==> src/rtl/nir_pkg.sv <==
// Package: shared types, constants and helpers of the NEC IR frame decoder.
package nir_pkg;

    // Code FIFO (ring buffer, one slot kept free)
    localparam int FIFO_DEPTH = 8;
    localparam int FIFO_IDX_W = $clog2(FIFO_DEPTH);

    // Command queue between front and back
    localparam int CMD_QDEPTH = 8;
    localparam int CMD_IDX_W  = $clog2(CMD_QDEPTH);
    localparam int CMD_CNT_W  = $clog2(CMD_QDEPTH + 1);

    // Tolerance arithmetic: tol = (target * pct) / 100 via reciprocal
    localparam int TGT_W      = 16;
    localparam int PCT_W      = 7;
    localparam int PROD_W     = TGT_W + PCT_W;
    localparam int RECIP_W    = 24;
    localparam int TOL_SHIFT  = 30;
    localparam int TOL_W      = 17;
    localparam int MUL_W      = PROD_W + RECIP_W;
    localparam logic [RECIP_W-1:0] TOL_RECIP = 24'd10737419; // ceil(2^30 / 100)

    localparam int NUM_TGT    = 4;

    localparam logic REQ_EDGE = 1'b0;
    localparam logic REQ_POP  = 1'b1;

    typedef enum logic [2:0] {
        REG_HEADER_US       = 3'd0,
        REG_REPEAT_US       = 3'd1,
        REG_ZERO_BIT_US     = 3'd2,
        REG_ONE_BIT_US      = 3'd3,
        REG_TOLERANCE_PCT   = 3'd4,
        REG_FRAME_BIT_TOTAL = 3'd5,
        REG_PIN_MASK        = 3'd6,
        REG_ENABLE          = 3'd7
    } nir_reg_idx_t;

    // Classified request handed from front to back
    typedef enum logic [2:0] {
        CMD_NONE,
        CMD_POP,
        CMD_HEADER,
        CMD_ZERO,
        CMD_ONE,
        CMD_ABORT
    } nir_cmd_t;

    typedef struct packed {
        logic [15:0] header_us;
        logic [15:0] repeat_us;
        logic [15:0] zero_bit_us;
        logic [15:0] one_bit_us;
        logic [6:0]  tolerance_pct;
        logic [5:0]  frame_bit_total;
        logic [15:0] pin_mask;
        logic        enable;
    } nir_cfg_t;

    typedef struct packed {
        logic        req_type;
        logic [15:0] edge_pin;
        logic [31:0] edge_time;
    } nir_in_t;

    typedef struct packed {
        logic        code_valid;
        logic [31:0] popped_code;
        logic        frame_stored;
        logic        frame_lost;
    } nir_out_t;

    function automatic logic [FIFO_IDX_W-1:0] fifo_advance(input logic [FIFO_IDX_W-1:0] idx);
        logic [FIFO_IDX_W-1:0] res;
        if (idx == FIFO_IDX_W'(FIFO_DEPTH - 1))
            res = '0;
        else
            res = idx + FIFO_IDX_W'(1);
        return res;
    endfunction

endpackage

==> src/rtl/nir_front.sv <==
// Front end: accepts requests, measures edge gaps and classifies them.
module nir_front (
    input  logic                              clk,
    input  logic                              rst_n,
    input  nir_pkg::nir_cfg_t                 cfg,
    input  logic                              in_valid,
    output logic                              in_ready,
    input  nir_pkg::nir_in_t                  in_data,
    input  logic [nir_pkg::CMD_CNT_W-1:0]     q_count,
    output logic                              push,
    output nir_pkg::nir_cmd_t                 push_cmd
);

    localparam int NSTG = 3;
    localparam int LANE_HDR = 0;
    localparam int LANE_RPT = 1;
    localparam int LANE_ZERO = 2;
    localparam int LANE_ONE = 3;
    localparam int CMD_CNT_W_LOC = nir_pkg::CMD_CNT_W + 1;

    logic                          accept;
    logic [31:0]                   last_edge_reg, last_edge_next;
    logic                          primed_reg, primed_next;
    logic                          s0_meas;
    nir_pkg::nir_cmd_t             s0_cmd;
    logic [31:0]                   s0_gap;
    logic [CMD_CNT_W_LOC-1:0]      total;

    logic                          s_valid_reg [NSTG];
    logic                          s_meas_reg  [NSTG];
    nir_pkg::nir_cmd_t             s_cmd_reg   [NSTG];
    logic [31:0]                   s_gap_reg   [NSTG];

    logic [nir_pkg::TGT_W-1:0]     tgt      [nir_pkg::NUM_TGT];
    logic [nir_pkg::PROD_W-1:0]    prod_reg [nir_pkg::NUM_TGT];
    logic [nir_pkg::TOL_W-1:0]     tol_reg  [nir_pkg::NUM_TGT];
    logic                          hit      [nir_pkg::NUM_TGT];

    function automatic logic near_fn(input logic [31:0] gap,
                                     input logic [nir_pkg::TGT_W-1:0] target,
                                     input logic [nir_pkg::TOL_W-1:0] tol);
        logic [nir_pkg::TOL_W-1:0]   lo;
        logic [nir_pkg::TOL_W:0]     hi;
        // lower bound saturates at zero when tolerance exceeds 100 percent
        if (tol > nir_pkg::TOL_W'(target))
            lo = '0;
        else
            lo = nir_pkg::TOL_W'(target) - tol;
        hi = (nir_pkg::TOL_W + 1)'(target) + (nir_pkg::TOL_W + 1)'(tol);
        return (gap >= 32'(lo)) && (gap <= 32'(hi));
    endfunction

    // credit check: queue entries plus requests still in the pipe
    assign total = CMD_CNT_W_LOC'(q_count)
                 + CMD_CNT_W_LOC'(s_valid_reg[0])
                 + CMD_CNT_W_LOC'(s_valid_reg[1])
                 + CMD_CNT_W_LOC'(s_valid_reg[2]);
    assign in_ready = (total < CMD_CNT_W_LOC'(nir_pkg::CMD_QDEPTH));
    assign accept   = in_valid && in_ready;

    always_comb
    begin
        s0_meas        = 1'b0;
        s0_cmd         = nir_pkg::CMD_NONE;
        last_edge_next = last_edge_reg;
        primed_next    = primed_reg;
        s0_gap         = in_data.edge_time - last_edge_reg;
        if (in_data.req_type == nir_pkg::REQ_POP)
        begin
            s0_cmd = nir_pkg::CMD_POP;
        end
        else if ((in_data.edge_pin == cfg.pin_mask) && cfg.enable)
        begin
            last_edge_next = in_data.edge_time;
            if (primed_reg)
                s0_meas = 1'b1;
            else
                primed_next = 1'b1;
        end
    end

    always_ff @(posedge clk or negedge rst_n)
    begin
        if (!rst_n)
        begin
            last_edge_reg <= '0;
            primed_reg    <= 1'b0;
            for (int i = 0; i < NSTG; i++)
                s_valid_reg[i] <= 1'b0;
        end
        else
        begin
            if (accept)
            begin
                last_edge_reg <= last_edge_next;
                primed_reg    <= primed_next;
            end
            s_valid_reg[0] <= accept;
            for (int i = 1; i < NSTG; i++)
                s_valid_reg[i] <= s_valid_reg[i-1];
        end
    end

    // stage payload, no reset needed
    always_ff @(posedge clk)
    begin
        s_meas_reg[0] <= s0_meas;
        s_cmd_reg[0]  <= s0_cmd;
        s_gap_reg[0]  <= s0_gap;
        for (int i = 1; i < NSTG; i++)
        begin
            s_meas_reg[i] <= s_meas_reg[i-1];
            s_cmd_reg[i]  <= s_cmd_reg[i-1];
            s_gap_reg[i]  <= s_gap_reg[i-1];
        end
    end

    // tolerance lanes track configuration through the product and tolerance registers
    always_comb
    begin
        tgt[LANE_HDR]  = cfg.header_us;
        tgt[LANE_RPT]  = cfg.repeat_us;
        tgt[LANE_ZERO] = cfg.zero_bit_us;
        tgt[LANE_ONE]  = cfg.one_bit_us;
    end

    always_ff @(posedge clk)
    begin
        for (int i = 0; i < nir_pkg::NUM_TGT; i++)
        begin
            prod_reg[i] <= nir_pkg::PROD_W'(tgt[i]) * nir_pkg::PROD_W'(cfg.tolerance_pct);
            tol_reg[i]  <= nir_pkg::TOL_W'((nir_pkg::MUL_W'(prod_reg[i])
                           * nir_pkg::MUL_W'(nir_pkg::TOL_RECIP)) >> nir_pkg::TOL_SHIFT);
        end
    end

    always_comb
    begin
        for (int i = 0; i < nir_pkg::NUM_TGT; i++)
            hit[i] = near_fn(s_gap_reg[NSTG-1], tgt[i], tol_reg[i]);
    end

    // header first, then repeat, then bit tests
    always_comb
    begin
        push     = s_valid_reg[NSTG-1];
        push_cmd = s_cmd_reg[NSTG-1];
        if (s_meas_reg[NSTG-1])
        begin
            if (hit[LANE_HDR])
                push_cmd = nir_pkg::CMD_HEADER;
            else if (hit[LANE_RPT])
                push_cmd = nir_pkg::CMD_NONE;
            else if (hit[LANE_ZERO])
                push_cmd = nir_pkg::CMD_ZERO;
            else if (hit[LANE_ONE])
                push_cmd = nir_pkg::CMD_ONE;
            else
                push_cmd = nir_pkg::CMD_ABORT;
        end
    end

endmodule

==> src/rtl/nir_cmd_queue.sv <==
// Command queue: small FIFO of classified requests between front and back.
module nir_cmd_queue (
    input  logic                           clk,
    input  logic                           rst_n,
    input  logic                           push,
    input  nir_pkg::nir_cmd_t              push_cmd,
    input  logic                           pop,
    output logic                           head_valid,
    output nir_pkg::nir_cmd_t              head_cmd,
    output logic [nir_pkg::CMD_CNT_W-1:0]  count
);

    nir_pkg::nir_cmd_t                 mem_reg [nir_pkg::CMD_QDEPTH];
    logic [nir_pkg::CMD_IDX_W-1:0]     wr_ptr_reg;
    logic [nir_pkg::CMD_IDX_W-1:0]     rd_ptr_reg;
    logic [nir_pkg::CMD_CNT_W-1:0]     count_reg;
    logic                              do_pop;

    assign head_valid = (count_reg != '0);
    assign head_cmd   = mem_reg[rd_ptr_reg];
    assign count      = count_reg;
    assign do_pop     = pop && head_valid;

    always_ff @(posedge clk or negedge rst_n)
    begin
        if (!rst_n)
        begin
            wr_ptr_reg <= '0;
            rd_ptr_reg <= '0;
            count_reg  <= '0;
        end
        else
        begin
            if (push)
                wr_ptr_reg <= wr_ptr_reg + nir_pkg::CMD_IDX_W'(1);
            if (do_pop)
                rd_ptr_reg <= rd_ptr_reg + nir_pkg::CMD_IDX_W'(1);
            if (push && !do_pop)
                count_reg <= count_reg + nir_pkg::CMD_CNT_W'(1);
            else if (!push && do_pop)
                count_reg <= count_reg - nir_pkg::CMD_CNT_W'(1);
        end
    end

    always_ff @(posedge clk)
    begin
        if (push)
            mem_reg[wr_ptr_reg] <= push_cmd;
    end

endmodule

==> src/rtl/nir_back.sv <==
// Back end: frame assembly, code FIFO and result register.
module nir_back (
    input  logic               clk,
    input  logic               rst_n,
    input  logic [5:0]         frame_bit_total,
    input  logic               head_valid,
    input  nir_pkg::nir_cmd_t  head_cmd,
    output logic               pop,
    output logic               out_valid,
    input  logic               out_ready,
    output nir_pkg::nir_out_t  out_data
);

    logic [31:0]                      code_store [nir_pkg::FIFO_DEPTH];
    logic [nir_pkg::FIFO_IDX_W-1:0]   wr_idx_reg, wr_idx_next;
    logic [nir_pkg::FIFO_IDX_W-1:0]   rd_idx_reg, rd_idx_next;
    logic [nir_pkg::FIFO_IDX_W-1:0]   wr_adv;
    logic                             receiving_reg, receiving_next;
    logic [31:0]                      shift_reg, shift_next;
    logic [5:0]                       bits_reg, bits_next;
    logic                             store_en;
    logic                             out_valid_reg;
    nir_pkg::nir_out_t                out_data_reg, out_data_next;

    assign pop       = head_valid && (!out_valid_reg || out_ready);
    assign out_valid = out_valid_reg;
    assign out_data  = out_data_reg;
    assign wr_adv    = nir_pkg::fifo_advance(wr_idx_reg);

    always_comb
    begin
        wr_idx_next    = wr_idx_reg;
        rd_idx_next    = rd_idx_reg;
        receiving_next = receiving_reg;
        shift_next     = shift_reg;
        bits_next      = bits_reg;
        store_en       = 1'b0;
        out_data_next  = '0;
        case (head_cmd)
            nir_pkg::CMD_POP:
            begin
                if (wr_idx_reg != rd_idx_reg)
                begin
                    out_data_next.code_valid  = 1'b1;
                    out_data_next.popped_code = code_store[rd_idx_reg];
                    rd_idx_next = nir_pkg::fifo_advance(rd_idx_reg);
                end
            end
            nir_pkg::CMD_HEADER:
            begin
                receiving_next = 1'b1;
                bits_next      = '0;
                shift_next     = '0;
            end
            nir_pkg::CMD_ZERO, nir_pkg::CMD_ONE:
            begin
                if (receiving_reg)
                begin
                    shift_next = {shift_reg[30:0], (head_cmd == nir_pkg::CMD_ONE)};
                    bits_next  = bits_reg + 6'd1;
                    if (bits_next >= frame_bit_total)
                    begin
                        if (wr_adv != rd_idx_reg)
                        begin
                            store_en    = 1'b1;
                            wr_idx_next = wr_adv;
                            out_data_next.frame_stored = 1'b1;
                        end
                        else
                        begin
                            out_data_next.frame_lost = 1'b1;
                        end
                        receiving_next = 1'b0;
                    end
                end
            end
            nir_pkg::CMD_ABORT:
            begin
                if (receiving_reg)
                begin
                    receiving_next = 1'b0;
                    bits_next      = '0;
                    shift_next     = '0;
                end
            end
            default:
            begin
            end
        endcase
    end

    always_ff @(posedge clk or negedge rst_n)
    begin
        if (!rst_n)
        begin
            wr_idx_reg    <= '0;
            rd_idx_reg    <= '0;
            receiving_reg <= 1'b0;
            shift_reg     <= '0;
            bits_reg      <= '0;
            out_valid_reg <= 1'b0;
        end
        else
        begin
            if (pop)
            begin
                wr_idx_reg    <= wr_idx_next;
                rd_idx_reg    <= rd_idx_next;
                receiving_reg <= receiving_next;
                shift_reg     <= shift_next;
                bits_reg      <= bits_next;
                out_valid_reg <= 1'b1;
            end
            else if (out_ready)
            begin
                out_valid_reg <= 1'b0;
            end
        end
    end

    always_ff @(posedge clk)
    begin
        if (pop)
            out_data_reg <= out_data_next;
        if (pop && store_en)
            code_store[wr_idx_reg] <= shift_next;
    end

endmodule

==> src/rtl/nec_ir_frame_decoder.sv <==
// Top level: NEC IR frame decoder with configuration registers and code FIFO.
//
// Each request is either a falling-edge timestamp (req_type 0) or a pop of one
// decoded code (req_type 1), and each request yields exactly one result, in
// order. Edges on pin_mask while enable is set are timed against the previous
// such edge (modulo 2^32); the first one after reset only records its time.
// Gaps near header_us start a frame, gaps near repeat_us are ignored, and
// during a frame gaps near zero_bit_us / one_bit_us shift in bits MSB first;
// any other gap aborts. A finished frame goes into an 8-entry ring FIFO that
// keeps one slot free (frame_lost when full). Throughput is one request per
// clock while in_ready is high. From acceptance, a request passes three front
// stages (gap subtract, then two stages that let the tolerance multipliers
// track configuration; the window compares sit after the last one), the
// compares push into the command queue, and the back end loads the result
// register when it pops the queue head; the pop waits while a pending result
// is not taken. in_ready drops only when the 8-entry command queue plus
// requests in the front pipeline would overflow, i.e. when results back up.
// Tolerance windows follow a configuration write through the product and tolerance registers.
module nec_ir_frame_decoder (
    input  logic                clk,
    input  logic                rst_n,
    input  logic                in_valid,
    output logic                in_ready,
    input  nir_pkg::nir_in_t    in_data,
    output logic                out_valid,
    input  logic                out_ready,
    output nir_pkg::nir_out_t   out_data,
    input  logic                cfg_we,
    input  logic [2:0]          cfg_index,
    input  logic [15:0]         cfg_data
);

    nir_pkg::nir_cfg_t                  cfg_reg;
    logic                               push;
    nir_pkg::nir_cmd_t                  push_cmd;
    logic                               q_pop;
    logic                               q_head_valid;
    nir_pkg::nir_cmd_t                  q_head_cmd;
    logic [nir_pkg::CMD_CNT_W-1:0]      q_count;

    // configuration registers
    always_ff @(posedge clk or negedge rst_n)
    begin
        if (!rst_n)
        begin
            cfg_reg.header_us       <= 16'd13500;
            cfg_reg.repeat_us       <= 16'd11250;
            cfg_reg.zero_bit_us     <= 16'd1125;
            cfg_reg.one_bit_us      <= 16'd2250;
            cfg_reg.tolerance_pct   <= 7'd20;
            cfg_reg.frame_bit_total <= 6'd32;
            cfg_reg.pin_mask        <= 16'd32;
            cfg_reg.enable          <= 1'b0;
        end
        else if (cfg_we)
        begin
            case (nir_pkg::nir_reg_idx_t'(cfg_index))
                nir_pkg::REG_HEADER_US:       cfg_reg.header_us       <= cfg_data;
                nir_pkg::REG_REPEAT_US:       cfg_reg.repeat_us       <= cfg_data;
                nir_pkg::REG_ZERO_BIT_US:     cfg_reg.zero_bit_us     <= cfg_data;
                nir_pkg::REG_ONE_BIT_US:      cfg_reg.one_bit_us      <= cfg_data;
                nir_pkg::REG_TOLERANCE_PCT:   cfg_reg.tolerance_pct   <= cfg_data[6:0];
                nir_pkg::REG_FRAME_BIT_TOTAL: cfg_reg.frame_bit_total <= cfg_data[5:0];
                nir_pkg::REG_PIN_MASK:        cfg_reg.pin_mask        <= cfg_data;
                nir_pkg::REG_ENABLE:          cfg_reg.enable          <= cfg_data[0];
                default:
                begin
                end
            endcase
        end
    end

    // front: timing and classification
    nir_front u_front (
        .clk      (clk),
        .rst_n    (rst_n),
        .cfg      (cfg_reg),
        .in_valid (in_valid),
        .in_ready (in_ready),
        .in_data  (in_data),
        .q_count  (q_count),
        .push     (push),
        .push_cmd (push_cmd)
    );

    // decouples front from result backpressure
    nir_cmd_queue u_queue (
        .clk        (clk),
        .rst_n      (rst_n),
        .push       (push),
        .push_cmd   (push_cmd),
        .pop        (q_pop),
        .head_valid (q_head_valid),
        .head_cmd   (q_head_cmd),
        .count      (q_count)
    );

    // back: frame assembly, code FIFO, result register
    nir_back u_back (
        .clk             (clk),
        .rst_n           (rst_n),
        .frame_bit_total (cfg_reg.frame_bit_total),
        .head_valid      (q_head_valid),
        .head_cmd        (q_head_cmd),
        .pop             (q_pop),
        .out_valid       (out_valid),
        .out_ready       (out_ready),
        .out_data        (out_data)
    );

endmodule
==> config.mk <==
export PLATFORM = sky130hd
export DESIGN_NAME = nec_ir_frame_decoder
export DESIGN_NICKNAME = d
export VERILOG_FILES = /design/src/rtl/nir_pkg.sv /design/src/rtl/nir_front.sv /design/src/rtl/nir_cmd_queue.sv /design/src/rtl/nir_back.sv /design/src/rtl/nec_ir_frame_decoder.sv
export SDC_FILE = /design/constraint.sdc
export NUM_CORES = 2
export LEC_CHECK = 0
export ABC_CLOCK_PERIOD_IN_PS = 18800
export BUFFER_PORTS_ARGS = -buffer_cell sky130_fd_sc_hd__buf_2
export CORE_MARGIN = 5
export CORE_UTILIZATION = 55
export DETAILED_ROUTE_END_ITERATION = 6
export PLACE_DENSITY = 0.78
export SYNTH_ARGS = -nofsm -noshare
export SYNTH_HDL_FRONTEND = slang
export SYNTH_HIERARCHICAL = 1
export SYNTH_SLANG_ARGS = --single-unit
export TNS_END_PERCENT = 30
==> constraint.sdc <==
create_clock -name clk -period 18.8 [get_ports clk]
set_input_delay 0.94 -clock clk [delete_from_list [all_inputs] [get_ports clk]]
set_output_delay 0.94 -clock clk [all_outputs]
set_load 0.03 [all_outputs]
Yosys cells after proc, flatten, opt, wreduce, memory -nomap -nowiden
Memory sizes are Yosys's and may differ from the RTL's.
Index checks and enable logic that the tools add are counted.
{"block": "op_classes", "addsub": 19, "mul": 8, "n_lt_le_gt_ge": 14, "eq_ne": 19, "mux": 38, "bitwise": 1, "reduce_logical": 36}
{"cell": "23-bit by 24-bit multiplier with 47-bit output, second input constant", "count": 4}
{"cell": "32-bit by 17-bit greater-or-equal comparator with 1-bit output", "count": 4}
{"cell": "32-bit by 18-bit less-or-equal comparator with 1-bit output", "count": 4}
{"cell": "32-bit one-hot mux with 3 select lines", "count": 1}
{"cell": "16-bit by 7-bit multiplier with 23-bit output", "count": 4}
{"cell": "16-bit by 17-bit adder with 18-bit output", "count": 4}
{"cell": "17-bit by 16-bit greater-than comparator with 1-bit output", "count": 4}
{"cell": "17-bit 2-to-1 mux", "count": 4}
{"cell": "16-bit by 17-bit subtractor with 17-bit output", "count": 4}
{"cell": "32-bit 2-to-1 mux", "count": 2}
{"cell": "33-bit 2-to-1 mux", "count": 1}
{"cell": "32-bit subtractor", "count": 1}
{"cell": "3-bit equality test, second input constant", "count": 8}
{"cell": "2-bit AND reduction", "count": 10}
{"cell": "1-bit 2-to-1 mux", "count": 18}
{"cell": "3-bit 2-to-1 mux", "count": 6}
{"cell": "6-bit one-hot mux with 3 select lines", "count": 1}
{"cell": "16-bit equality test", "count": 1}
{"cell": "3-bit by 1-bit adder with 3-bit output, second input constant", "count": 4}
{"cell": "3-bit by 2-bit equality test with 1-bit output, second input constant", "count": 4}
{"cell": "6-bit 2-to-1 mux", "count": 2}
{"cell": "1-bit logical AND", "count": 11}
{"cell": "5-bit by 1-bit adder with 5-bit output", "count": 2}
{"cell": "3-bit AND reduction", "count": 3}
{"cell": "21 further kinds", "count": 28}
{"block": "word_totals", "reg_bits": 221, "ram_bits": 548, "output_inout_bits": 37, "elab_cells": 168, "n_memories": 7}
{"name": "u_back.code_store", "depth": 8, "word_bits": 32, "rd": 1, "rd_ports_with_merged_regs": 0, "wr": 1, "line_no": "nir_back.sv:14", "source": "logic [31:0] code_store [nir_pkg::FIFO_DEPTH];"}
{"name": "u_front.s_gap_reg", "depth": 3, "word_bits": 32, "rd": 3, "rd_ports_with_merged_regs": 0, "wr": 3, "line_no": "nir_front.sv:32", "source": "logic [31:0] s_gap_reg [NSTG];"}
{"name": "u_front.prod_reg", "depth": 4, "word_bits": 23, "rd": 4, "rd_ports_with_merged_regs": 0, "wr": 4, "line_no": "nir_front.sv:35", "source": "logic [nir_pkg::PROD_W-1:0] prod_reg [nir_pkg::NUM_TGT];"}
{"name": "u_front.tol_reg", "depth": 4, "word_bits": 17, "rd": 4, "rd_ports_with_merged_regs": 0, "wr": 4, "line_no": "nir_front.sv:36", "source": "logic [nir_pkg::TOL_W-1:0] tol_reg [nir_pkg::NUM_TGT];"}
{"name": "u_queue.mem_reg", "depth": 8, "word_bits": 3, "rd": 1, "rd_ports_with_merged_regs": 0, "wr": 1, "line_no": "nir_cmd_queue.sv:13", "source": "nir_pkg::nir_cmd_t mem_reg [nir_pkg::CMD_QDEPTH];"}
{"name": "u_front.s_cmd_reg", "depth": 3, "word_bits": 3, "rd": 3, "rd_ports_with_merged_regs": 0, "wr": 3, "line_no": "nir_front.sv:31", "source": "nir_pkg::nir_cmd_t s_cmd_reg [NSTG];"}
{"name": "+1 memories"}

Depth between registers and ports, before layout
{"block": "depth", "depth_word": 10, "ltp_mapped": 26, "ltp_nobuf": 26}

Hierarchy
The synthesis kept the hierarchy.
{"module": "nir_front", "instances": 1, "cells_each": 6810, "area_per_inst_um2": 65670.5, "seq_area_each_um2": 6145.9}
{"module": "nir_back", "instances": 1, "cells_each": 737, "area_per_inst_um2": 13639.3, "seq_area_each_um2": 9889.5}
{"module": "nec_ir_frame_decoder", "instances": 1, "cells_each": 208, "area_per_inst_um2": 3683.5, "seq_area_each_um2": 2391.0}
{"module": "nir_cmd_queue", "instances": 1, "cells_each": 94, "area_per_inst_um2": 1539.0, "seq_area_each_um2": 970.9}

Least setup slack after synthesis
OpenSTA, ideal clock, no wires.
{"block": "synth_path", "path_kind": "reg-to-reg", "from": "mem u_front/prod_reg[3][6] (netlist bit)", "to": "mem u_front/tol_reg[3][16] (netlist bit)", "arrival_time_ns": 6.245, "slack_ns": 12.492, "stages_incl_launch_ff": 25, "cell_sequence": "dfxtp_1 > inv_1 > fa_1 > inv_1 > fa_1 > inv_1 > fa_1 > fa_1 > inv_1 > fa_1 > fa_1 > inv_1 > fa_1 > inv_1 > ha_1 > a21oi_1 > o21ai_0 > a32oi_1 > a31oi_1 > nor4_1 > o31ai_2 > a21oi_1 > a31oi_1 > or4_1 > nand3_1"}
{"item": "start: declaration", "line_no": "nir_front.sv:35"}
{"item": "end: declaration", "line_no": "nir_front.sv:36"}

==> impl.org <==
** Final layout
- Register area :: 0.01941 sq mm
- In the final layout, the multi-input gates occupy 0.05834 sq mm.
- Count of filler cells inserted in the layout :: 12360
- In the final layout, the share of cells above drive strength 1 is 0.08293.
- Layout Nets :: 10518
- In the layout the commonest cells are 1646 x sky130_fd_sc_hd__inv_1, 1452 x sky130_fd_sc_hd__ha_1, 1067 x sky130_fd_sc_hd__fa_1.
- Layout Area Growth over Synthesis :: 6.530%
- Most common cell after layout, fill and taps aside :: sky130_fd_sc_hd__inv_1
- The register with the most flip-flops in the layout has 256 of them.

** Drt
- Dividing the detail-routed via count by the number of cells gives 5.535.
- The final layout contains routed wiring with a total length of 192000 um.
- Initial DRC count :: 3370
- After detailed routing, the number of remaining DRC violations is 0.
- For this run, the detailed router's first-pass iteration total came to 6.
- The detail route stage leaves a number of antenna-violating nets equal to 0.
- Routed wirelength normalized by instance count :: 19.15 um
- Detailed routing inserted a total of 55515 vias.

** Worst setup path
- Traced cell by cell, the critical path runs through inv_1 > fa_1 > inv_1 > fa_1 > inv_1 > fa_1 > fa_1 > inv_1 > fa_1 > fa_1 > inv_1 > fa_1 > inv_1 > ha_1 > a21oi_1 > o21ai_0 > a32oi_1 > a31oi_1 > nor4_1 > o31ai_2 > a21oi_1 > a31oi_1 > or4_1 > nand3_1.
- Required time at the endpoint of the critical path :: 19.40 ns
- For this run, the slowest stage of the critical path takes 0.71 ns.
- Number of cells on the critical path :: 24
- Among the stages of the critical path, the cell type that occurs most often is sky130_fd_sc_hd__fa_1.
- Together, buffers and inverters on the worst path number 6.
- Sort of element at the start of the critical path :: flop
- Max Fanout on Critical Path :: 7
- The slowest stage of the critical path belongs to the cell sky130_fd_sc_hd__nor4_1.
- Data arrival time of the critical path :: 8.12 ns
- Setup slack of the most critical reg-to-reg path :: 11.28 ns
- Delay-heaviest family, CP :: adder cells
- By startpoint and endpoint, the worst setup path is classified as reg2reg.
- Endpoint type of the worst setup path :: flop
- Number of cells on the worst reg-to-reg path :: 24

** Placement
- Final GP Congestion :: 0.9698
- During placement, the flow inserted port buffers numbering 109.
- Summed over all nets, the half-perimeter wirelength after detailed placement is 153000 um.

** CTS
- Bufs on Longest Clock Path :: 3
- Setup fix buffers added after clock tree synthesis :: 0
- The tree is rooted in a sky130_fd_sc_hd__clkbuf_16.
- H-tree Lvls :: 3
- For the worst-skew pair, the clock arrives at the later sink with an insertion delay of 0.72 ns.
- After clock tree synthesis, the repair step resized 0 gates.
- Clock tree sinks :: 763
- Clock-pin slew was measured on the worst setup and hold paths at 0.07 ns.
- CTS hold repair buffers :: 0
- Buffers inserted during clock tree synthesis total 81.
- CTS tree :: done

** Synthesis
- Synthesized area :: 0.08453 sq mm
- Yosys printed 6 warnings.
- The synthesized design contains 315 enable-type register cells.
- Number of distinct library cells after synthesis :: 112
- Counting flops and latches in the post-synthesis netlist gives 763.
- Post-Synthesis Net Count :: 10441
- Dividing the synthesized area by the synthesized cell count gives 10.77 sq um.
- Cells after synthesis :: 7849
- Of the synthesized area, sequential elements account for 0.2295.
- Main synth FF type :: sky130_fd_sc_hd__edfxtp_1
- Counting flops with an async set or reset pin after synthesis yields a share of 0.2438.

** Die
- Placeable core area :: 0.1524 sq mm
- Height of the die :: 402.0 um
- Number of top-level pins :: 110
- The die covers 0.1616 sq mm.
- Initial cell density of the core :: 0.5545
- The die is 402.0 um wide.
- Row generation in the floorplan step produced 143 rows.

** Global routing
- Antenna violations before repair :: 11
- Entering global routing, the biggest net connects 73 pins.
- The first global-routing pass estimated 316700 um of wire.
- Gr ovfl total :: 0
- The number of global-route vias before repair is 60223.
- For this run, global-route usage on met3 was measured as 0.04204.
- For this run, global-route usage on met2 was measured as 0.4115.
- For this run, global-route usage on met1 was measured as 0.3241.
- Global router's overall resource usage :: 0.2429
- In this run the most used layer during global routing was met2.

** Run status
- The run finished with clean final reports.

** STA
- Number of failing hold endpoints at the final stage :: 0
- F_max :: 133.1 MHz
- Slew headroom :: 0.2655
- Setup repair after global routing missed its margin :: false
- Subtracting the final worst setup slack from the clock period gives 7.515 ns.
- Total Neg Setup Slack :: 0 ns
- Setup violations remaining at the end of the flow were counted as 0.
- The number of pins with negative max-slew slack in the final report was 0.
- Fin crit share :: 0.3998
- For the pin with the worst max-slew slack, the measured transition is 1.102 ns.
- On the final layout, the worst clock skew is 0.06111 ns.

** Hold path
- Worst hold-check path type :: in2async

** Run
- Count of max-cap constraint violations :: 0
synth_stat cells (52+ instances only):
library cell	number	area share
sky130_fd_sc_hd__edfxtp_1	315	0.11
sky130_fd_sc_hd__mux2_2	154	0.021
sky130_fd_sc_hd__and2_1	162	0.012
sky130_fd_sc_hd__mux4_2	64	0.017
sky130_fd_sc_hd__fa_1	1067	0.25
sky130_fd_sc_hd__dfxtp_1	262	0.062
sky130_fd_sc_hd__clkbuf_1	97	0.0043
sky130_fd_sc_hd__o21ai_0	130	0.0077
sky130_fd_sc_hd__inv_1	1646	0.073
sky130_fd_sc_hd__a21oi_1	251	0.015
sky130_fd_sc_hd__a21o_1	105	0.0093
sky130_fd_sc_hd__xor2_1	80	0.0083
sky130_fd_sc_hd__nand3_1	81	0.0048
sky130_fd_sc_hd__xnor2_1	215	0.022
sky130_fd_sc_hd__nor3_1	79	0.0047
sky130_fd_sc_hd__nor2b_1	52	0.0038
sky130_fd_sc_hd__nor2_1	280	0.012
sky130_fd_sc_hd__dfrtp_1	155	0.046
sky130_fd_sc_hd__ha_1	1452	0.21
sky130_fd_sc_hd__nand2_1	507	0.023
cell type report:
type | instances | share of cell area
Sequential cell | 763 | 0.2155
Multi-Input combinational cell | 5294 | 0.6479
Tap cell | 2030 | 0.02821
Clock inverter | 50 | 0.006461
Timing Repair Buffer | 138 | 0.008573
Clock buffer | 102 | 0.02451
Inverter | 1648 | 0.06871
Antenna cell | 4 | 0.0001112
metal layers:
| layer | vias to the layer above | share of wire | wire length, um |
|---|---|---|---|
| li1 | 25727 | - | - |
| met1 | 28014 | 0.42 | 81350 |
| met4 | 4 | 0.028 | 5340 |
| met3 | 311 | 0.062 | 11850 |
| met5 | - | 0.00014 | 27 |
| met2 | 1459 | 0.49 | 93460 |
logic make-up after synthesis:
family,Yosys count,share of synthesized area
flip-flops,763,0.2295
AO/OA/AOI/OAI,825,0.06615
adder cells (fa/ha/maj),2519,0.4676
AND/OR/NAND/NOR,1383,0.07889
XOR/XNOR,296,0.03076
buffers and inverters,1792,0.08135
multiplexers,271,0.04578
through the flow:
step           instance area (sq um)  hold WS, ns  cells  setup slack, ns  utilization
2_1_floorplan                  84530       0.3096   7849            12.49            -
3_3_place_gp                   87250       0.3103   9873            11.59       0.5724
3_5_place_dp                   87250       0.3121   9873            11.44       0.5724
4_1_cts                        90040       0.1616  10025            11.32       0.5907
5_1_grt                        90050       0.1987  10026            11.09       0.5907
6_report                       90050       0.1810  10029            11.28       0.5907
final timing paths:
kind	start	endpoint
setup / recovery	u_front/prod_reg[3][6]	u_front/tol_reg[3][16]
hold / removal	rst_n	u_front/last_edge_reg[24]
setup reg to reg	u_front/prod_reg[3][6]	u_front/tol_reg[3][16]
hold reg to reg	u_front/s_gap_reg[0][36]	u_front/s_gap_reg[0][68]
max in group asynchronous	rst_n	u_back/rd_idx_reg[0]
min in group clk	u_front/s_gap_reg[0][36]	u_front/s_gap_reg[0][68]
Power is not shown: default switching activity piles up to over one toggle a cycle in this logic, so the estimate is an artifact.
